<file path="src/rtl/swi_pkg.sv">
package swi_pkg;

    // fixed widths of the arithmetic
    localparam int SUM_W   = 33;   // wrapping coherent sums
    localparam int LEN_W   = 17;   // window length and sample count
    localparam int ALPHA_W = 16;   // smoothing coefficient, Q0.16
    localparam int PP_W    = 50;   // 33 x 17 partial product
    localparam int ACC_W   = 67;   // exact product sums, doubled
    localparam int QUO_W   = 64;   // kept quotient bits
    localparam int DIVD_W  = 67;   // divider dividend
    localparam int DIVS_W  = 49;   // divider divisor
    localparam int I_W     = 49;   // intensity fields
    localparam int S_W     = 50;   // signed stokes fields
    localparam int R_W     = 16;   // Q1.15 ratios
    localparam int Q_DEPTH = 2;    // window queue depth
    localparam int CFG_IDX_W = 2;

    localparam int DEF_SAMPLE_BITS = 16;
    localparam int DEF_MAX_WINDOW  = 65536;

    localparam logic [CFG_IDX_W-1:0] CFG_LEN   = 2'd0;
    localparam logic [CFG_IDX_W-1:0] CFG_ALPHA = 2'd1;
    localparam logic [CFG_IDX_W-1:0] CFG_SWAP  = 2'd2;

    // one closed window handed from front to back
    typedef struct packed {
        logic [SUM_W-1:0] shr;
        logic [SUM_W-1:0] shi;
        logic [SUM_W-1:0] svr;
        logic [SUM_W-1:0] svi;
        logic [LEN_W-1:0] n;
    } swi_win_t;

    typedef struct packed {
        logic full;
        logic empty;
    } swi_qstat_t;

    typedef enum logic [3:0] {
        B_IDLE,
        B_MUL,
        B_DRAIN,
        B_DIFF,
        B_DIV,
        B_DIV_W,
        B_SM_MUL,
        B_SM_UPD,
        B_RAT,
        B_RAT_W,
        B_RMUL,
        B_RUPD,
        B_OUT
    } swi_bstate_t;

    typedef enum logic [2:0] {
        DST_PQ,
        DST_NQ,
        DST_PU,
        DST_NU,
        DST_PV,
        DST_NV
    } swi_dst_t;

endpackage

</file>
<file path="src/rtl/swi_div.sv">
module swi_div import swi_pkg::*; (
    input  logic              aclk,
    input  logic              aresetn,
    input  logic              start,
    input  logic [DIVD_W-1:0] dividend,
    input  logic [DIVS_W-1:0] divisor,
    output logic              done,
    output logic [DIVD_W-1:0] quotient
);

    localparam int CNT_W = $clog2(DIVD_W + 1);

    logic              busy_reg;
    logic              done_reg;
    logic [CNT_W-1:0]  cnt_reg;
    logic [DIVD_W-1:0] dvd_reg;
    logic [DIVD_W-1:0] quo_reg;
    logic [DIVS_W-1:0] rem_reg;
    logic [DIVS_W-1:0] dvs_reg;
    logic [DIVS_W:0]   trial;
    logic [DIVS_W:0]   diff;
    logic              fits;

    // restoring, one quotient bit per cycle
    assign trial = {rem_reg, dvd_reg[DIVD_W-1]};
    assign diff  = trial - {1'b0, dvs_reg};
    assign fits  = trial >= {1'b0, dvs_reg};

    always_ff @(posedge aclk) begin
        if (!aresetn) begin
            busy_reg <= 1'b0;
            done_reg <= 1'b0;
            cnt_reg  <= '0;
        end else begin
            done_reg <= 1'b0;
            if (start) begin
                busy_reg <= 1'b1;
                cnt_reg  <= CNT_W'(DIVD_W);
            end else if (busy_reg) begin
                cnt_reg <= cnt_reg - 1'b1;
                if (cnt_reg == CNT_W'(1)) begin
                    busy_reg <= 1'b0;
                    done_reg <= 1'b1;
                end
            end
        end
    end

    always_ff @(posedge aclk) begin
        if (start) begin
            dvd_reg <= dividend;
            dvs_reg <= divisor;
            rem_reg <= '0;
            quo_reg <= '0;
        end else if (busy_reg) begin
            dvd_reg <= {dvd_reg[DIVD_W-2:0], 1'b0};
            rem_reg <= fits ? diff[DIVS_W-1:0] : trial[DIVS_W-1:0];
            quo_reg <= {quo_reg[DIVD_W-2:0], fits};
        end
    end

    assign done     = done_reg;
    assign quotient = quo_reg;

endmodule

</file>
<file path="config.mk">
export PLATFORM = sky130hd
export DESIGN_NAME = swi_div
export DESIGN_NICKNAME = d
export VERILOG_FILES = /design/src/rtl/swi_pkg.sv /design/src/rtl/swi_div.sv
export SDC_FILE = /design/constraint.sdc
export NUM_CORES = 1
export LEC_CHECK = 0
export BUFFER_PORTS_ARGS = -buffer_cell sky130_fd_sc_hd__buf_2
export CORE_AREA = 2 2 162 164
export DETAILED_ROUTE_END_ITERATION = 7
export DIE_AREA = 0 0 164 166
export PLACE_DENSITY = 0.81
export SYNTH_ARGS = -nofsm -noshare
export SYNTH_HDL_FRONTEND = slang
export SYNTH_SLANG_ARGS = --single-unit
</file>
<file path="constraint.sdc">
create_clock -name aclk -period 6.5 [get_ports aclk]
set_input_delay 0.325 -clock aclk [delete_from_list [all_inputs] [get_ports aclk]]
set_output_delay 0.325 -clock aclk [all_outputs]
set_load 0.03 [all_outputs]
</file>
Yosys cells after proc, flatten, opt, wreduce, memory -nomap -nowiden
Index checks and enable logic that the tools add are counted.
{"block": "word_totals", "word_cells": 26, "ff_bits": 241, "output_inout_bits": 68}
{"block": "classes", "add_sub_neg": 2, "reduce_logical": 3, "magnitude_cmp": 1, "eq_ne": 1, "bitwise_logic": 2, "mux": 9}
{"operator": "$mux 67", "count": 2}
{"operator": "$ge 50x49->1", "count": 1}
{"operator": "$mux 49", "count": 1}
{"operator": "$sub 49x49->49", "count": 1}
{"operator": "$mux 7", "count": 2}
{"operator": "$eq 7x1->1 const B", "count": 1}
{"operator": "$sub 7x1->7 const B", "count": 1}
{"operator": "$mux 1", "count": 4}
{"operator": "$reduce_or 3->1", "count": 1}
{"operator": "$not 1->1", "count": 2}
{"operator": "$reduce_bool 2->1", "count": 1}
{"operator": "$reduce_or 2->1", "count": 1}

Depth between registers and ports, before layout
{"block": "logic_depth", "word_depth": 4, "depth_mapped": 15, "ltp_nobuf": 13}

Worst setup path before layout
OpenSTA, ideal clock, no wires.
{"block": "synth_path", "path_type": "register to register", "from": "reg dvd_reg[66]", "to": "reg rem_reg[43]", "period_less_slack_ns": 2.956, "setup_time_ns": 0.132, "stages_incl_launch_ff": 16, "required_ns": 6.368, "path_slack_ns": 3.544, "arrival_time_ns": 2.824, "cell_sequence": "edfxtp_1 > inv_1 > ha_1 > inv_1 > fa_1 > a211oi_1 > o211ai_1 > and3_2 > o2111ai_4 > nand4_4 > and2_4 > buf_6 > buf_8 > buf_6 > o31ai_4 > a211oi_2"}
{"block": "synth_via", "elab_chain_cells": 2, "word_cells_on_any_way": 3, "classes_between": "1 x add/sub; 1 x order compare; 1 x mux"}
{"element": "from (decl)", "line_no": "swi_div.sv:16", "source": "logic [DIVD_W-1:0] dvd_reg;"}
{"element": "from (signal assigned)", "line_no": "swi_div.sv:51", "source": "dvd_reg <= dividend;"}
{"element": "from (signal assigned)", "line_no": "swi_div.sv:56", "source": "dvd_reg <= {dvd_reg[DIVD_W-2:0], 1'b0};"}
{"element": "$sub 49x49->49 / $ge 50x49->1 (equally long branches)", "line_no": "swi_div.sv:26, swi_div.sv:27"}
{"element": "$mux 49 (*)", "line_no": "swi_div.sv:57", "source": "rem_reg <= fits ? diff[DIVS_W-1:0] : trial[DIVS_W-1:0];"}
{"element": "to (signal assigned)", "line_no": "swi_div.sv:57"}
{"element": "to (decl)", "line_no": "swi_div.sv:18", "source": "logic [DIVS_W-1:0] rem_reg;"}
Every way passes the cells marked *; elsewhere a longest branch is shown, timed or not.
A chain may end at the register's enable or synchronous reset.

Worst setup path in the final report
{"block": "layout_path", "from": "reg dvd_reg[66]", "to": "reg rem_reg[39]"}
The elaborated chain is that of the path after synthesis.

==> run metrics <==
Initial Utilization just under 50%; max-slew violations 0; Remaining DRCs 0; root buf cell clkbuf_16; commonest non-fill, non-tap cells in the layout buf_2, nor2_1, dfxtp_1; Resize count post-CTS 0; CTS sink cnt about 240; TritonCTS clock tree done; Fmax around 260 MHz; Reg clk slew, reported paths ~60 ps; Netlist cell types 84; postcts setup bufs 0; worst reg2reg setup slack 2710 ps; area share of and/or/nand/nor cells after synthesis 12.6%; LEAKAGE between 6 and 7 nW; crit path max fanout 53; HPWL Detailed 19400 um; top_reg_cell synth dfxtp_1; worst-skew pair later-pin latency ~550 ps; unrepaired setup endpoints after global routing false; worst-path cell chain inv_1, ha_1, inv_1, fa_1, a211oi_1, o211ai_1, and3_2, o2111ai_4, nand4_4, nand2_2, nor2_1, o21ai_0, a21oi_1; filler cell count approximately 2100; Post-Synth Adder-Cell Area under 10%; routed vias ~10000; hold slack between 40 and 50 ps; synthesis-to-layout area growth 19.2%; worst slack, placed around 2700 ps; Design Power roughly 4.0 mW; post-synth net total between 1000 and 1500; initial antenna violation count 2; total gr overflow 0; synthesis-stage register bit count 241; worst vdd ir 0.000225 V; pin count of the biggest net entering global routing between 80 and 90; Iter 0 DRT Violations roughly 740; vias in the first global route around 10000; syn_area_per_cell 10.3 um^2; Final min period approximately 3800 ps; Max stage delay on crit path just under 800 ps; Final GP Congestion between 0.9 and 1; setup violators final 0; number of synthesized flops with an enable pin about 120; Total GRT Usage about a fifth; die footprint 27200 um^2; post-synthesis xor/xnor area fraction between 2 and 3%; CP dominant cell by count inv_1; Site Rows 59; sequential area share after synthesis around 48%; Syn. warnings 0; Final WS setup ~2700 ps; Crit-path slowest cell nand2_2; area of the multi-input gates 5990 um^2; final net count roughly 1600; Gate Count Post-Synth 1224; complex-gate fraction of the synthesized area 14.5%; Hold-fix buffers, CTS 49; share of layout cells above drive strength 1 a little under a quarter; critical path endpoint category flip-flop; critical path launch point type flip-flop; H-tree levels 1; port bufs about 190; total routed wirelength about 29000 um; Core ar. 25600 um^2; average wire per standard cell around 16 um; Die H ~170 um; Mapped Area approximately 13000 um^2; Min-Delay Path Class in -> reg; Worst-Margin Slew ~1200 ps; Worst slew margin a little under a quarter; Ports approximately 190; Setup Skew 7.18 ps; Reg area 5990 um^2; WP data required a little under 7000 ps; power per standard cell area around 260 nW/um^2; vias per inst 5.49; period utilization about three fifths; fin util 58.6%; Routed Antenna Nets 0; largest family of logic cells by synthesized area compound AO/OA/AOI/OAI gates; critical path type reg -> reg; Final Hold Vio Count 0; Async S/R FF share, synth 0%; drt pass-1 iters 7; first-pass GRT wire length slightly below 50000 um; status complete, no violations; clock buffer depth 3; CTS Buf Count 27; CP arrival ~4200 ps; multiplexer share of the synthesized area between 10% and 20%; most common cell after layout, fill and taps aside buf_2; die width approximately 160 um; number of max-cap violations 0; setup_tns 0 ps
## layout make-up
cell class              instances  share of cell area, %
flip-flops and latches        241                   39.9
clock buffers                  38                   5.26
multi-input cells             841                   39.9
diodes                          1                 0.0167
clock inverters                12                  0.658
well taps                     335                   2.79
repair buffers                240                   9.77
inverters                      69                   1.72
## worst max-delay path: cells and delay by family, from the launching register on
| kind | cells | cell delay, ps |
|---|---|---|
| AND/OR/NAND/NOR | 4 | 1480 |
| flip-flops | 1 | 390 |
| AO/OA/AOI/OAI | 5 | 1030 |
| adder cells (fa/ha/maj) | 2 | 580 |
| buffers and inverters | 2 | 130 |
## metal layers
metal / global-route usage, % / wire length (um) / vias to the layer above / part of all wire [%]
li1: - / - / 4814 / -
met1: 28.2 / 12700 / 4596 / 44
met2: 35.0 / 13400 / 279 / 46
met3: 5.49 / 2040 / 60 / 7.1
met4: 5.64 / 732 / 2 / 2.5
met5: 0 / 13 / - / 0.045
## cell usage after synthesis, types with 27 or more instances
library cell  instances  area share, %
nor2_1              151            4.5
dfxtp_1             125             20
edfxtp_1            116             28
a21oi_1              87            3.5
nand2_1              79            2.4
mux2i_1              77            6.1
inv_1                69            2.1
mux2_2               69            6.2
ha_1                 51            5.1
clkbuf_1             41            1.2
o21ai_0              36            1.4
a211oi_1             27            1.6
xnor2_1              27            1.9
## per-stage QoR
| step | cell area, um^2 | cells |
|---|---|---|
| floorplan | 12600 | 1224 |
| global placement | 13600 | 1677 |
| detailed placement | 13600 | 1677 |
| CTS | 15000 | 1776 |
| global route | 15000 | 1777 |
| finish | 15000 | 1777 |
## logic make-up (layout without fill, tap and decap cells)
group | count (synthesis) | in the layout
mux | 149 | 149
fa+ha+maj | 52 | 52
compound gates | 267 | 267
simple gates | 333 | 333
buf+inv | 142 | 359
xor+xnor | 40 | 40
flops | 241 | 241
other cells | 0 | 1
## where the power goes
part | internal, mW | leakage (nW) | switching, mW
clock | 0.889 | 0.447 | 0.623
combinational | 0.305 | 3.79 | 0.395
sequential | 1.71 | 2.17 | 0.0581
total | 2.90 | 6.41 | 1.08
## final timing paths
| path | start | to | cells after the start |
|---|---|---|---|
| max | dvd_reg[66]$_DFFE_PP_ | rem_reg[39]$_SDFFE_PP0P_ | 13 |
| min | aresetn | cnt_reg[1]$_SDFFE_PN0P_ | 2 |
| max reg2reg | dvd_reg[66]$_DFFE_PP_ | rem_reg[39]$_SDFFE_PP0P_ | 13 |
| min reg2reg | quotient[66]$_SDFFE_PP0P_ | quotient[66]$_SDFFE_PP0P_ | 2 |
No activity file was read; power rests on OpenSTA's default activity.
