`src/rtl/swi_pkg.sv`:
```
package swi_pkg;

    // fixed widths of the arithmetic
    localparam int SUM_W   = 33;   // wrapping coherent sums
    localparam int LEN_W   = 17;   // window length and sample count
    localparam int ALPHA_W = 16;   // smoothing coefficient, Q0.16
    localparam int PP_W    = 50;   // 33 x 17 partial product
    localparam int ACC_W   = 67;   // exact product sums, doubled
    localparam int QUO_W   = 64;   // kept quotient bits
    localparam int DIVD_W  = 67;   // divider dividend
    localparam int DIVS_W  = 49;   // divider divisor
    localparam int I_W     = 49;   // intensity fields
    localparam int S_W     = 50;   // signed stokes fields
    localparam int R_W     = 16;   // Q1.15 ratios
    localparam int Q_DEPTH = 2;    // window queue depth
    localparam int CFG_IDX_W = 2;

    localparam int DEF_SAMPLE_BITS = 16;
    localparam int DEF_MAX_WINDOW  = 65536;

    localparam logic [CFG_IDX_W-1:0] CFG_LEN   = 2'd0;
    localparam logic [CFG_IDX_W-1:0] CFG_ALPHA = 2'd1;
    localparam logic [CFG_IDX_W-1:0] CFG_SWAP  = 2'd2;

    // one closed window handed from front to back
    typedef struct packed {
        logic [SUM_W-1:0] shr;
        logic [SUM_W-1:0] shi;
        logic [SUM_W-1:0] svr;
        logic [SUM_W-1:0] svi;
        logic [LEN_W-1:0] n;
    } swi_win_t;

    typedef struct packed {
        logic full;
        logic empty;
    } swi_qstat_t;

    typedef enum logic [3:0] {
        B_IDLE,
        B_MUL,
        B_DRAIN,
        B_DIFF,
        B_DIV,
        B_DIV_W,
        B_SM_MUL,
        B_SM_UPD,
        B_RAT,
        B_RAT_W,
        B_RMUL,
        B_RUPD,
        B_OUT
    } swi_bstate_t;

    typedef enum logic [2:0] {
        DST_PQ,
        DST_NQ,
        DST_PU,
        DST_NU,
        DST_PV,
        DST_NV
    } swi_dst_t;

endpackage

```
`src/rtl/swi_front.sv`:
```
module swi_front import swi_pkg::*; #(
    parameter int SAMPLE_BITS = DEF_SAMPLE_BITS,
    parameter int MAX_WINDOW  = DEF_MAX_WINDOW
) (
    input  logic                   aclk,
    input  logic                   aresetn,
    input  logic [LEN_W-1:0]       len,
    input  logic                   swap,
    input  logic                   s_valid,
    output logic                   s_ready,
    input  logic [SAMPLE_BITS-1:0] h_real,
    input  logic [SAMPLE_BITS-1:0] h_imag,
    input  logic [SAMPLE_BITS-1:0] v_real,
    input  logic [SAMPLE_BITS-1:0] v_imag,
    input  swi_qstat_t             qstat,
    output logic                   push,
    output swi_win_t               push_win
);

    localparam int CLAMP = (MAX_WINDOW < (2 ** LEN_W) - 1) ? MAX_WINDOW : (2 ** LEN_W) - 1;
    localparam int EXT_W = SUM_W - SAMPLE_BITS;

    logic [SUM_W-1:0] shr_reg, shi_reg, svr_reg, svi_reg;
    logic [SUM_W-1:0] shr_next, shi_next, svr_next, svi_next;
    logic [LEN_W-1:0] cnt_reg, cnt_next;
    logic [LEN_W-1:0] len_eff;
    logic [SUM_W-1:0] xhr, xhi, xvr, xvi;
    logic             enabled, accept, close;

    assign len_eff = (len > LEN_W'(CLAMP)) ? LEN_W'(CLAMP) : len;
    assign enabled = (len != '0);
    // disabled: samples are taken and dropped
    assign s_ready = !enabled || !qstat.full;
    assign accept  = s_valid && s_ready && enabled;

    assign xhr = {{EXT_W{h_real[SAMPLE_BITS-1]}}, h_real};
    assign xhi = {{EXT_W{h_imag[SAMPLE_BITS-1]}}, h_imag};
    assign xvr = {{EXT_W{v_real[SAMPLE_BITS-1]}}, v_real};
    assign xvi = {{EXT_W{v_imag[SAMPLE_BITS-1]}}, v_imag};

    always_comb begin
        shr_next = shr_reg + (swap ? xvr : xhr);
        shi_next = shi_reg + (swap ? xvi : xhi);
        svr_next = svr_reg + (swap ? xhr : xvr);
        svi_next = svi_reg + (swap ? xhi : xvi);
        cnt_next = cnt_reg + 1'b1;
    end

    assign close = accept && (cnt_next >= len_eff);
    assign push  = close;

    always_comb begin
        push_win.shr = shr_next;
        push_win.shi = shi_next;
        push_win.svr = svr_next;
        push_win.svi = svi_next;
        push_win.n   = cnt_next;
    end

    always_ff @(posedge aclk) begin
        if (!aresetn) begin
            shr_reg <= '0;
            shi_reg <= '0;
            svr_reg <= '0;
            svi_reg <= '0;
            cnt_reg <= '0;
        end else if (close) begin
            shr_reg <= '0;
            shi_reg <= '0;
            svr_reg <= '0;
            svi_reg <= '0;
            cnt_reg <= '0;
        end else if (accept) begin
            shr_reg <= shr_next;
            shi_reg <= shi_next;
            svr_reg <= svr_next;
            svi_reg <= svi_next;
            cnt_reg <= cnt_next;
        end
    end

endmodule

```
`config.mk`:
```
export PLATFORM = sky130hd
export DESIGN_NAME = swi_front
export DESIGN_NICKNAME = d
export VERILOG_FILES = /design/src/rtl/swi_pkg.sv /design/src/rtl/swi_front.sv
export SDC_FILE = /design/constraint.sdc
export NUM_CORES = 1
export LEC_CHECK = 0
export ABC_AREA = 0
export BUFFER_PORTS_ARGS = -buffer_cell sky130_fd_sc_hd__clkbuf_2
export CAP_MARGIN = 20
export CORE_MARGIN = 4
export CORE_UTILIZATION = 45
export DETAILED_ROUTE_END_ITERATION = 7
export GPL_TIMING_DRIVEN = 0
export HOLD_SLACK_MARGIN = 0.15
export PLACE_DENSITY = 0.67
export REMOVE_ABC_BUFFERS = 1
export SKIP_CTS_REPAIR_TIMING = 1
export SLEW_MARGIN = 20
export SYNTH_ARGS = -nofsm -noshare
export SYNTH_HDL_FRONTEND = slang
export SYNTH_SLANG_ARGS = --single-unit
```
`constraint.sdc`:
```
create_clock -name aclk -period 8.9 [get_ports aclk]
set_input_delay 0.89 -clock aclk [delete_from_list [all_inputs] [get_ports aclk]]
set_output_delay 0.89 -clock aclk [all_outputs]
set_load 0.005 [all_outputs]
```
# [Word-level counts from Yosys, hierarchy flattened]
# Cells that the tools add are included.
# W data, S select, Z words.
[classes] n_mux=5 n_reduce_logical=8 n_lt_le_gt_ge=2 n_addsub=5 n_bitwise=1
[op_table] cell="$add A33 B33 Y33" count=4
[op_table] cell="$mux W33" count=4
[op_table] cell="$add A17 B1 Y17 const B" count=1
[op_table] cell="$ge A17 B17 Y1" count=1
[op_table] cell="$gt A17 B17 Y1 const B" count=1
[op_table] cell="$mux W17" count=1
[op_table] cell="$reduce_bool A17 Y1" count=1
[op_table] cell="$logic_and A1 B1 Y1" count=3
[op_table] cell="$logic_not A1 Y1" count=2
[op_table] cell="$reduce_or A2 Y1" count=1
[op_table] cell="$logic_or A1 B1 Y1" count=1
[op_table] cell="$not A1 Y1" count=1
[word_totals] word_cells=26 regBits=149

# [Longest topological paths before layout]
[logic_depth] word_depth=7 depth_mapped=19

# [Least setup slack after synthesis]
# Ideal clock, no wire load.
[synth_path] kind="input-to-output" from="input port swap" to="output port push_win[44] in the netlist's numbering" stages=14 t_arrival_ps=4088 setup_slack_ps=3922 n_path_buf=2 t_required_ps=8010 path_cell_list="clkbuf_1 > buf_1 > mux2_2 > ha_1 > a21o_1 > a21o_1 > a21o_1 > a21o_1 > o32a_1 > nand3_1 > o211ai_2 > a21oi_1 > mux2i_1 > nand2_1"
[synth_rtl] item="start: declaration" line_no="swi_front.sv:8" source="input logic swap,"
[synth_rtl] item="end: declaration" line_no="swi_front.sv:17" source="output swi_win_t push_win"

==> summary.md <==
| Metric | Value |
|---|---|
| CTS root buf | `clkbuf_16` |
| Critical Path AT | `between 4 and 5 ns` |
| Crit-path max FO | `36` |
| Share of layout cells above drive strength 1 | `0.1984` |
| Vias per inst | `5.539` |
| Critical path endpoint category | `output pin` |
| GRT Resource Usage Total | `0.2164` |
| Seq/Total Area, Yosys | `0.2276` |
| Comb power frac | `0.397` |
| Antenna fix cells | `0` |
| Slowest-stage cell, CP | `ha_1` |
| CTS tree | `built` |
| Run status | `finished clean` |
| Post-route ant nets | `0` |
| Hold Path Class | `reg -> reg` |
| Die H | `178.6 um` |
| Worst Path Required | `8.01 ns` |
| CP most frequent cell | `a21oi_1` |
| Setup TNS Final | `0 ns` |
| Die area | `approximately 0.032 mm^2` |
| Initial core utilization | `0.4565` |
| Pleak | `7.353 nW` |
| Synth warnings | `0` |
| Overflow after GRT | `0` |
| Fin nets | `2,099` |
| Post-synthesis cell count | `roughly 1,700` |
| Chip width | `178.6 um` |
| WS Path Type | `in -> out` |
| Sw frac | `0.3569` |
| Num CTS Buffers | `17` |
| Critical path startpoint category | `input pin` |
| Maximum root-to-sink buffer count | `2` |
| Row cnt | `62` |
| Synth cell types | `80` |
| Maxcap violations | `0` |
| Worst setup margin | `about 3.1 ns` |
| Top FF cell, synth | `dfxtp_1` |
| H-tree depth | `4` |
| Final Setup Violations | `0` |
| PortBufs | `~240` |
| Slowest stage delay, CP | `0.49 ns` |
| Slew headroom | `0.3520` |
| Max IR drop VDD | `0.0001035 V` |
| Final min period | `between 5 and 6 ns` |
| Pre-CTS setup slack | `3.119 ns` |
| Internal | `0.001658 W` |
| Largest net degree at the start of global routing | `62` |
| Power Dens Cells | `~170 mW/mm^2` |
| Unrepaired setup endpoints after global routing | `false` |
| Clock skew | `~0.013 ns` |
| Yosys reg bits | `approximately 150` |
| First-pass GRT wire length | `around 57,000 um` |
| Area growth, synth to finish | `17.33%` |
| Hold WS | `0.4571 ns` |
| Pwr Total | `roughly 0.0026 W` |
| Final HPWL DP | `27,240 um` |
| Routed len/inst | `15.66 um` |
| Netlist Area Pre-Place | `0.01310 mm^2` |
| DRT iter0 DRCs | `489` |
| Vias | `12,510` |
| DR pass1 iterations | `5` |
| Crit-path cells | `clkbuf_4 > buf_12 > mux2i_1 > inv_1 > ha_1 > a21o_1 > a21o_1 > a21oi_1 > a21oi_1 > o21ai_0 > a21oi_1 > o41ai_2 > xnor2_1 > xnor2_1 > clkbuf_2` |
| DRC | `0` |
| Worst-skew pair later-pin latency | `0.43 ns` |
| Actual slew at the worst max-slew pin | `0.9721 ns` |
| I/O Pins | `around 240` |
| Async SR Flop Fraction | `0` |
| Switching power | `~0.00092 W` |
| Initial antenna violation count | `0` |
| Total core area | `0.02870 mm^2` |
| Tcrit/Tclk final | `0.6469` |
| Fmax | `173.7 MHz` |
| Post-synth EDFFs | `0` |
| Design Area, Final | `between 0.015 and 0.02 mm^2` |
| Reg power frac | `0.290` |
| Clock Sinks | `149` |
| Reg clk slew, reported paths | `0.06 ns` |
| Vias in the first global route | `12,060` |
| Final Slew Violations | `0` |
| DRT Wirelength | `35,380 um` |
| Mean Syn Cell Area | `approximately 7.9 um^2` |
| Placed Area | `0.01474 mm^2` |
| Final Hold Viols | `0` |
| Clock network power share | `0.313` |
| Gpl congestion | `~0.95` |
[power groups by stage]
| stage | sequential [W] | combinational (W) | clock (W) |
|---|---|---|---|
| 6_report | 0.000749 | 0.00102 | 0.000806 |
| 5_1_grt | 0.000754 | 0.00114 | 0.000855 |
| 4_1_cts | 0.000748 | 0.00103 | 0.000828 |
| 3_5_place_dp | 0.000763 | 0.00102 | 0 |
| 3_3_place_gp | 0.000761 | 0.00101 | 0 |
| 2_1_floorplan | 0.000756 | 0.000673 | 0 |
[path summary, 6_finish.rpt]
path	from	end	slack, ns	cells after the start
min reg2reg	shi_reg[27]$_SDFFE_PP0P_	shi_reg[27]$_SDFFE_PP0P_	0.46	2
max reg2reg	cnt_reg[5]$_SDFFE_PP0P_	shr_reg[18]$_SDFFE_PP0P_	4.36	17
min	shi_reg[27]$_SDFFE_PP0P_	shi_reg[27]$_SDFFE_PP0P_	0.46	2
max	swap	push_win[115]	3.14	15
[Yosys cell counts (all sizes together), types with 15 or more instances]
cell type,number,share of area
a211oi,18,0.011
a21o,79,0.045
a21oi,208,0.080
a22o,16,0.011
a31oi,21,0.011
and3,16,0.0076
buf,23,0.0088
clkbuf,49,0.014
dfxtp,149,0.23
ha,146,0.14
inv,48,0.014
mux2,59,0.051
nand2,264,0.076
nand2b,15,0.0072
nand3,30,0.011
nand4,15,0.0072
nor2,97,0.028
nor2b,16,0.0082
nor3,15,0.0057
o21a,17,0.0097
o21ai,65,0.025
xnor2,94,0.063
xor2,59,0.039
[layout by cell type, fill, tap and decap left out, drive strengths merged, types with 17 or more instances in the layout]
cell type	netlist	final
a211oi	18	18
a21o	79	79
a21oi	208	208
a31oi	21	21
buf	23	18
clkbuf	49	254
dfxtp	149	149
ha	146	146
inv	48	48
mux2	59	59
nand2	264	264
nand3	30	30
nor2	97	97
o21a	17	17
o21ai	65	65
xnor2	94	94
xor2	59	59
[per-layer routing]
metal	GRT usage	up-vias	wire, um
met5	0	-	0
met4	0.07099	0	851
met3	0.04070	46	1882
met2	0.3771	297	16750
met1	0.2685	5799	15890
li1	-	6371	-
[critical path, delay by kind of cell]
kind                       cells  cell delay (ns)
xor gates and xnor gates       2             0.34
adders and majority gates      1             0.49
AOI/OAI and AO/OA              7             1.40
muxes                          1             0.44
buffers and inverters          4             1.27
[per-stage QoR]
stage	cells	utilization
2_1_floorplan	1589	-
3_3_place_gp	2209	0.5040
3_5_place_dp	2227	0.5134
4_1_cts	2259	0.5357
5_1_grt	2259	0.5357
6_report	2259	0.5357
[logic make-up after synthesis]
family,share of synthesized area
mux,0.05987
flops,0.2276
fa+ha+maj,0.1455
buf+inv,0.03657
simple gates,0.1738
compound gates,0.2544
xor+xnor,0.1023
[layout make-up]
| type | count | area (um^2) |
|---|---|---|
| fillers | 2801 | 13330 |
| multi-input cells | 1392 | 9662 |
| flip-flops and latches | 149 | 2983 |
| repair buffers | 254 | 1431 |
| well taps | 384 | 480.5 |
| clock buffers | 18 | 429.2 |
| clock inverters | 14 | 209.0 |
| inverters | 48 | 180.2 |
Power figures use the tool's default switching activity.
