## config.mk

```make
export PLATFORM = sky130hd
export DESIGN_NAME = swi_queue
export DESIGN_NICKNAME = d
export VERILOG_FILES = /design/src/rtl/swi_pkg.sv /design/src/rtl/swi_queue.sv
export SDC_FILE = /design/constraint.sdc
export NUM_CORES = 1
export LEC_CHECK = 0
export ABC_CLOCK_PERIOD_IN_PS = 7450
export BUFFER_PORTS_ARGS = -buffer_cell sky130_fd_sc_hd__buf_4
export CAP_MARGIN = 10
export CORE_MARGIN = 1.5
export CORE_UTILIZATION = 36
export CTS_CLUSTER_DIAMETER = 30
export CTS_CLUSTER_SIZE = 14
export DETAILED_ROUTE_END_ITERATION = 10
export PLACE_DENSITY_LB_ADDON = 0.05
export SLEW_MARGIN = 25
export SYNTH_ARGS = -nofsm -noshare
export SYNTH_HDL_FRONTEND = slang
export SYNTH_SLANG_ARGS = --single-unit
```

## constraint.sdc

```tcl
create_clock -name aclk -period 7.45 [get_ports aclk]
set_input_delay 0.745 -clock aclk [delete_from_list [all_inputs] [get_ports aclk]]
set_output_delay 0.745 -clock aclk [all_outputs]
set_load 0.03 [all_outputs]
```

## src/rtl/swi_pkg.sv

```systemverilog
package swi_pkg;

    // fixed widths of the arithmetic
    localparam int SUM_W   = 33;   // wrapping coherent sums
    localparam int LEN_W   = 17;   // window length and sample count
    localparam int ALPHA_W = 16;   // smoothing coefficient, Q0.16
    localparam int PP_W    = 50;   // 33 x 17 partial product
    localparam int ACC_W   = 67;   // exact product sums, doubled
    localparam int QUO_W   = 64;   // kept quotient bits
    localparam int DIVD_W  = 67;   // divider dividend
    localparam int DIVS_W  = 49;   // divider divisor
    localparam int I_W     = 49;   // intensity fields
    localparam int S_W     = 50;   // signed stokes fields
    localparam int R_W     = 16;   // Q1.15 ratios
    localparam int Q_DEPTH = 2;    // window queue depth
    localparam int CFG_IDX_W = 2;

    localparam int DEF_SAMPLE_BITS = 16;
    localparam int DEF_MAX_WINDOW  = 65536;

    localparam logic [CFG_IDX_W-1:0] CFG_LEN   = 2'd0;
    localparam logic [CFG_IDX_W-1:0] CFG_ALPHA = 2'd1;
    localparam logic [CFG_IDX_W-1:0] CFG_SWAP  = 2'd2;

    // one closed window handed from front to back
    typedef struct packed {
        logic [SUM_W-1:0] shr;
        logic [SUM_W-1:0] shi;
        logic [SUM_W-1:0] svr;
        logic [SUM_W-1:0] svi;
        logic [LEN_W-1:0] n;
    } swi_win_t;

    typedef struct packed {
        logic full;
        logic empty;
    } swi_qstat_t;

    typedef enum logic [3:0] {
        B_IDLE,
        B_MUL,
        B_DRAIN,
        B_DIFF,
        B_DIV,
        B_DIV_W,
        B_SM_MUL,
        B_SM_UPD,
        B_RAT,
        B_RAT_W,
        B_RMUL,
        B_RUPD,
        B_OUT
    } swi_bstate_t;

    typedef enum logic [2:0] {
        DST_PQ,
        DST_NQ,
        DST_PU,
        DST_NU,
        DST_PV,
        DST_NV
    } swi_dst_t;

endpackage

```

## src/rtl/swi_queue.sv

```systemverilog
module swi_queue import swi_pkg::*; (
    input  logic       aclk,
    input  logic       aresetn,
    input  logic       push,
    input  swi_win_t   push_win,
    input  logic       pop,
    output swi_win_t   head_win,
    output swi_qstat_t stat
);

    localparam int PTR_W = $clog2(Q_DEPTH);
    localparam int CNT_W = $clog2(Q_DEPTH + 1);

    swi_win_t         mem_reg [Q_DEPTH];
    logic [PTR_W-1:0] wr_ptr_reg;
    logic [PTR_W-1:0] rd_ptr_reg;
    logic [CNT_W-1:0] cnt_reg;

    always_ff @(posedge aclk) begin
        if (!aresetn) begin
            wr_ptr_reg <= '0;
            rd_ptr_reg <= '0;
            cnt_reg    <= '0;
        end else begin
            if (push) begin
                wr_ptr_reg <= (wr_ptr_reg == PTR_W'(Q_DEPTH - 1)) ? '0 : wr_ptr_reg + 1'b1;
            end
            if (pop) begin
                rd_ptr_reg <= (rd_ptr_reg == PTR_W'(Q_DEPTH - 1)) ? '0 : rd_ptr_reg + 1'b1;
            end
            if (push && !pop) begin
                cnt_reg <= cnt_reg + 1'b1;
            end else if (pop && !push) begin
                cnt_reg <= cnt_reg - 1'b1;
            end
        end
    end

    always_ff @(posedge aclk) begin
        if (push) begin
            mem_reg[wr_ptr_reg] <= push_win;
        end
    end

    assign head_win   = mem_reg[rd_ptr_reg];
    assign stat.full  = (cnt_reg == CNT_W'(Q_DEPTH));
    assign stat.empty = (cnt_reg == '0);

`ifndef SYNTH
    a_no_overflow: assert property (@(posedge aclk) disable iff (!aresetn)
        push |-> !stat.full)
        else $error("window queue overflow");
    a_no_underflow: assert property (@(posedge aclk) disable iff (!aresetn)
        pop |-> !stat.empty)
        else $error("window queue underflow");
    a_cnt_track: assert property (@(posedge aclk) disable iff (!aresetn)
        (push && !pop) |=> cnt_reg == $past(cnt_reg) + 1'b1)
        else $error("window queue count lost a push");
`endif

endmodule

```

## Word-level counts from Yosys, hierarchy flattened

Memory sizes are Yosys's and may differ from the RTL's. A register that Yosys moved wholly into a read port is not among the register bits.
Index checks and enable logic that the tools add are counted.

| cells by class | value |
|---|---|
| reductions and logical operators | 6 |
| equality and inequality tests | 1 |
| multiplexer cells | 8 |
| add/sub/neg operators | 4 |

Operator list:

| kind | count |
|---|---|
| $mux 1 | 6 |
| $mux 2 | 2 |
| $add 1x1->1 const B | 2 |
| $add 2x1->2 const B | 1 |
| $eq 2x2->1 const B | 1 |
| $logic_and 1x1->1 | 2 |
| $logic_not 1->1 | 2 |
| $logic_not 2->1 | 1 |
| $reduce_bool 2->1 | 1 |
| $sub 2x1->2 const B | 1 |

| storage, ports and cells | value |
|---|---|
| input bits | 153 |
| word-level logic and storage cells | 23 |
| output and inout bits | 151 |
| memories | 1 |
| RAM bits | 298 |
| register bits after elaboration | 4 |

Memory list:

| memory | depth | width | read ports | clocked after memory_dff | wr ports | line | RTL |
|---|---|---|---|---|---|---|---|
| mem_reg | 2 | 149 | 1 | 1 | 1 | swi_queue.sv:14 | `swi_win_t mem_reg [Q_DEPTH];` |

## Logic depth before layout (Yosys ltp)

Gate-level depths: netlist of run 1.

| logic depth | value |
|---|---|
| depth after elaboration | 4 |
| mapped depth | 5 |
| gate-level depth less buffers | 5 |

## Worst setup path before layout of run 1

OpenSTA, ideal clock, no wires.

| timing | value |
|---|---|
| path type | input to register |
| from | input push |
| to | memory mem_reg[0][0] (netlist name), enable pin |
| stages on the path | 1 |
| library setup time | 0.677 ns |
| arrival time | 7.221 ns |
| setup slack | -0.448 ns |
| buffers on the path | 0 |
| data required time | 6.773 ns |
| path through | nor2b_1 |

| between the ends | value |
|---|---|
| cells in the longest elaborated chain, start to end | 2 |

Ends and longest elaborated chain:

| element | line | RTL |
|---|---|---|
| start: declaration | swi_queue.sv:4 | `input logic push,` |
| $mux 1 | swi_queue.sv:40 | `if (push) begin` |
| $mux 1 (not written as such) | swi_queue.sv:41 | `mem_reg[wr_ptr_reg] <= push_win;` |
| end: declaration | swi_queue.sv:14 |  |

Every way passes these cells.

==> flow_metrics.tcl, run 1 <==
set metrics [dict create \
    dr.pass1.iters 4 \
    die-area_sq_um 32700 \
    vias_per_cell 4.47 \
    powerDensity_nw_per_um2 345 \
    power_w 0.00570 \
    synth_nets 640 \
    period_needed_ps 3770 \
    tns_ps 0 \
    end_kind "output pin" \
    cts_setup_buffers 0 \
    mostFrequentLayoutCells "buf_4 (310), edfxtp_1 (298), mux2_4 (101), clkbuf_16 (76), mux2_2 (48)" \
    largest_register_ffs 298 \
    worst_pin_slew_ps 980 \
    syn_area_sq_um 11400 \
    report.final.slew_viol_count 0 \
    grt_use_total_pct 14.8 \
    setup_violations 0 \
    synth.distinct_cells 17 \
    clock-sinks 303 \
    num_vias 5839 \
    finalCritPeriodShare_pct 50.5 \
    clockBufferDepth 3 \
    seqCellArea_sq_um 9050 \
    path_buf_inv 2 \
    drv_cap 0 \
    finalWorstSetupSlack_ps 3680 \
    hold_class "in2reg" \
    clk_pin_slew_ps 40 \
    avgRoutedWirePerCell_microns 18.6 \
    crit_family "buffers and inverters" \
    yosysSeqAreaShare_pct 79.4 \
    pin_count 304 \
    worstPathRequired_ps 6700 \
    worstPathCellList "buf_4 -> mux2_2 -> buf_4" \
    final_cells 1306 \
    multi_input_area_sq_um 2180 \
    synth_cells 486 \
    irDropWorstVdd_mv 0.255 \
    slew_headroom_pct 34.6 \
    dp_slack_ps 4180 \
    io_buffers 303 \
    max_stage_delay_ps 940 \
    drt-initial-drc-count 241 \
    cp_common_cell "buf_4" \
    mostFrequentLayoutCell "buf_4" \
    yosys_register_bits 303 \
    critPathSlowestCell "dfxtp_4" \
    status "finished clean" \
    dp_cells 1175 \
    die_h_microns 181 \
    hpwl_mm 15.7 \
    rsz0062_at_grt "no" \
    floorplan.initialDensity_pct 36.9 \
    fillerInstances 2491 \
    cts_tree "done" \
    numCtsBuffers 72 \
    cellLeakagePower_nw 6.50 \
    routed_wl_mm 24.3 \
    syn_to_final_growth_pct 44.8 \
    cp_data_arrival_time_ps 3020 \
    hold_viol_final 0 \
    utilization_pct 53.4 \
    fin_nets 1007 \
    clock_latency_ps 550 \
    antenna_found_initial 2 \
    core_area_sq_um 30900 \
    grt_pass1_wl_mm 36.4 \
    grt_max_degree 68 \
    die_w_microns 181 \
    gp_congestion 0.714 \
    ctsResizeCount 0 \
    htree_levels 3 \
    synth.avg_cell_area_sq_um 23.4 \
    cts_root_buffer "clkbuf_16" \
    fmax_mhz 266 \
    fin_skew_ps 13.8 \
    crit_type "reg2out" \
    grt_pass1_vias 6483 \
    overflow 0 \
    worstSetupStartpointType "flip-flop" \
    worst-path-max-fanout 56 \
    drc_errors 0 \
    drtAntennaViolNets 0 \
    ys_warn_count 0 \
    std_cell_rows 64 \
    drive_above_1_share_pct 63.2 \
    postCtsHoldBufs 0 \
]
## path summary, 6_finish.rpt
check	startpoint	endpoint	slack, ps	cells after the start
max	flip-flop	head_win[142]	3680	3
min	push_win[1]	mem_reg[0][1]	380	1
max reg2reg	wr_ptr_reg	mem_reg[1][81]	5220	2
min reg2reg	cnt_reg[1]	cnt_reg[1]	570	2
## cell families (layout without fill, tap and decap cells)
family          after synthesis  count (layout)  synth area share (%)
buf+inv                      18             440                  1.55
mux                         149             149                  18.1
compound gates                3               3                 0.176
other cells                   0               2                     0
xor+xnor                      3               3                 0.231
flops                       303             303                  79.4
simple gates                  9               9                 0.472
fa+ha+maj                     1               1                 0.110
## where the power goes
part / switching (W) / internal, W / total, W
logic: 0.000335 / 0.000280 / 0.000615
registers: 0.0000349 / 0.00198 / 0.00201
clock network: 0.000909 / 0.00216 / 0.00307
total: 0.00128 / 0.00442 / 0.00570
## synth_stat cells
cell type,count,area share [%]
xnor2_1,1,0.077
and2_1,4,0.22
ha_1,1,0.11
xor2_1,2,0.15
nor2b_1,3,0.16
mux2_4,101,13
nor2_1,1,0.033
o21ai_0,1,0.044
o21a_1,1,0.066
a21boi_0,1,0.066
mux2_2,48,4.7
buf_2,3,0.13
dfxtp_1,5,0.88
edfxtp_1,298,79
inv_1,1,0.033
buf_6,14,1.4
or3_1,1,0.055
## metrics by stage
step           cell area (sq um)  hold slack, ps
2_1_floorplan              11400             473
3_3_place_gp               14100             480
3_5_place_dp               14100             567
4_1_cts                    16500             347
5_1_grt                    16500             356
6_report                   16500             376
## area by class of cell
type	count	area share, %
Antenna cell	2	0.0303
Clock buffer	82	11.7
Clock inverter	47	3.06
Inverter	1	0.0227
Multi-Input combinational cell	165	13.2
Sequential cell	303	54.9
Tap cell	396	3.00
Timing Repair Buffer	310	14.1
## layer usage
layer	up-vias	part of all wire [%]	GRT usage (%)	routed length, microns
met1	2858	38	15.8	9250
met4	0	2.5	6.96	609
met5	-	0	0	0
met2	241	49	24.8	11800
li1	2698	-	-	-
met3	42	11	7.18	2610
(Power assumes the default switching activity.)
==> run 2, diff against run 1 <==
--- a/config.mk
+++ b/config.mk
@@ -5,7 +5,8 @@
 export SDC_FILE = /design/constraint.sdc
 export NUM_CORES = 1
 export LEC_CHECK = 0
-export ABC_CLOCK_PERIOD_IN_PS = 7450
+export ABC_AREA = 1
+export ABC_CLOCK_PERIOD_IN_PS = 3000
 export BUFFER_PORTS_ARGS = -buffer_cell sky130_fd_sc_hd__buf_4
 export CAP_MARGIN = 10
 export CORE_MARGIN = 1.5
==> constraint.sdc (replaced) <==
create_clock -name aclk -period 3 [get_ports aclk]
set_input_delay 0.3 -clock aclk [delete_from_list [all_inputs] [get_ports aclk]]
set_output_delay 0.3 -clock aclk [all_outputs]
set_load 0.03 [all_outputs]
==> run 2 against run 1 <==
  * Final area rose by 8.4%
  * Global-route usage is 0.51 points higher
  * Synthesized area hardly changed
  * Synthesized cell count rose by 2.7%
  * Critical endpoint is now head_win[78]
  * Clock skew up 5.7 ps
  * Clock power grew 120%
  * First-iteration DRC count shrank 6.6%
  * Setup slack got worse by 3200 ps
  * Non-clock buffer count rose by 154
  * Cell count increased by 12%
  * Count of clock-buffer cells in the layout fell by 8
==> flow_metrics.tcl, run 2 <==
set metrics [dict create \
    tns_ps 0 \
    synth_top_area_share_pct 78.5 \
    cts_setup_buffers 0 \
    slew_headroom_pct 55.5 \
    drc_errors 0 \
    core_area_sq_um 30900 \
    grt_max_degree 79 \
    vias_per_cell 4.37 \
    placed_area_sq_um 14200 \
    worst-path-max-fanout 40 \
    drv_cap 0 \
    floorplan.initialDensity_pct 36.9 \
    yosysSeqAreaShare_pct 79.3 \
    clock_latency_ps 530 \
    avgRoutedWirePerCell_microns 17.2 \
    clockBufferDepth 3 \
    worst_pin_slew_ps 666 \
    design_area_sq_um 17900 \
    numCtsBuffers 66 \
    grt_use_total_pct 15.4 \
    seqCellArea_sq_um 9050 \
    cellLeakagePower_nw 7.08 \
    hpwl_mm 15.8 \
    cts_root_buffer "clkbuf_16" \
    grt_pass1_vias 7250 \
    synth_commonest_cells "edfxtp_1 (298), mux2_4 (101), mux2_2 (48)" \
    cp_data_arrival_time_ps 2210 \
    synth_nets 653 \
    hold_viol_final 0 \
    dr.pass1.iters 4 \
    powerDensity_nw_per_um2 752 \
    overflow 0 \
    synth-edff-count 298 \
    hold_class "in2reg" \
    routed_wl_mm 25.1 \
    whs_path_depth 3 \
    gp_congestion 0.700 \
    worstSetupStartpointType "flip-flop" \
    status "finished clean" \
    async_flop_share_pct 0 \
    largest_register_ffs 298 \
    die_h_microns 181 \
    yosysMostFrequentCell "edfxtp_1" \
    fin_skew_ps 19.6 \
    die-area_sq_um 32800 \
    fin_nets 1168 \
    end_kind "output pin" \
    irDropWorstVdd_mv 0.730 \
    mostFrequentLayoutCells "buf_4 (305), edfxtp_1 (298), dlygate4sd3_1 (151), mux2_4 (101), clkbuf_16 (69)" \
    drt-initial-drc-count 225 \
    fmax_mhz 399 \
    grt_pass1_wl_mm 38.9 \
    die_w_microns 181 \
    synth.distinct_cells 14 \
    io_buffers 303 \
    clk_pin_slew_ps 40 \
    pin_count 304 \
    report.final.slew_viol_count 0 \
    num_vias 6381 \
    worstPathRequired_ps 2700 \
    synth.avg_cell_area_sq_um 22.9 \
    reg2regPathDepth 3 \
    htree_levels 3 \
    synth_area_leaders "edfxtp_1 (78%), mux2_4 (13%), mux2_2 (4.7%)" \
    setup_violations 0 \
    syn_area_sq_um 11400 \
    cts_tree "done" \
    clock-sinks 303 \
    period_needed_ps 2510 \
    drtAntennaViolNets 0 \
    drive_above_1_share_pct 53.5 \
    finalCritPeriodShare_pct 83.6 \
    rsz0062_at_grt "no" \
    synth_cells 499 \
    ys_warn_count 0 \
    mostFrequentLayoutCell "buf_4" \
    yosys_register_bits 303 \
    multi_input_area_sq_um 2160 \
    worst_hold_slack_ps 46.1 \
    fillerInstances 2396 \
    std_cell_rows 64 \
    syn_to_final_growth_pct 56.9 \
    antenna_found_initial 2 \
    crit_type "reg2out" \
    yosys.area.top_type "edfxtp_1" \
    synth_top_flop_cell "edfxtp_1" \
]
run 2: changes by cell type in the layout (fill, tap and decap cells not counted), sizes merged, moves of 4 or more:
cell and change:
and2 -4, nand2 +8, dlygate4sd3 +151, inv +6, nor2 +8, clkbuf -8
run 2: power breakdown:
group | switching (W) | internal, W
logic | 0.000805 | 0.000762
registers | 0.0000702 | 0.00492
clock network | 0.00220 | 0.00469
total | 0.00308 | 0.0104
run 2: stage by stage:
stage	power [W]	cells	util, %	setup WS [ps]
after floorplan	0.00591	499	-	-4.82
after global placement	0.00645	1191	45.9	1000
after detailed placement	0.00648	1191	45.9	993
after CTS	0.0136	1458	57.9	420
after global routing	0.0139	1460	57.9	371
final	0.0134	1460	57.9	492
run 2: cells by family (layout without fill, tap and decap cells):
kind of cell             count (synthesis)  in the layout  share of synthesized area (%)
AND/OR/NAND/NOR                         19             19                          0.658
AO/OA/AOI/OAI                            2              2                         0.0877
adder cells (fa/ha/maj)                  1              1                          0.110
other                                    0              2                              0
flip-flops                             303            303                           79.3
buffers and inverters                   25            588                           1.78
multiplexers                           149            149                           18.0
run 2: area by class of cell:
type | instances | area share (%)
inverter | 8 | 0.189
tap | 396 | 2.77
clock buffer | 74 | 9.76
clock inverter | 42 | 2.42
antenna | 2 | 0.0280
sequential | 303 | 50.6
multi-input combinational | 171 | 12.1
timing repair buffer | 464 | 22.1
run 2: repair_timing:
action                     CTS  global route
hold buffers               151             0
hold endpoints to repair   301             0
resized for setup            0             0
setup endpoints to repair    0             0
run 2: path summary, 6_finish.rpt:
check | start | end | slack [ps]
setup / recovery | flip-flop | head_win[78] | 490
hold / removal | push | wr_ptr_reg | 50
setup reg to reg | wr_ptr_reg | mem_reg[1][72] | 1250
hold reg to reg | rd_ptr_reg | rd_ptr_reg | 500
run 2: layer usage:
metal  global-route usage (%)  part of all wire [%]
met5                        0                     0
met4                     6.47                   2.4
met3                     5.87                   8.5
met2                     26.3                    51
met1                     17.1                    39
run 2: worst max-delay path, stage by stage (launching register included):
cell     delay (ps)
dfxtp_4         730
buf_12          350
mux2_4          350
buf_4           170
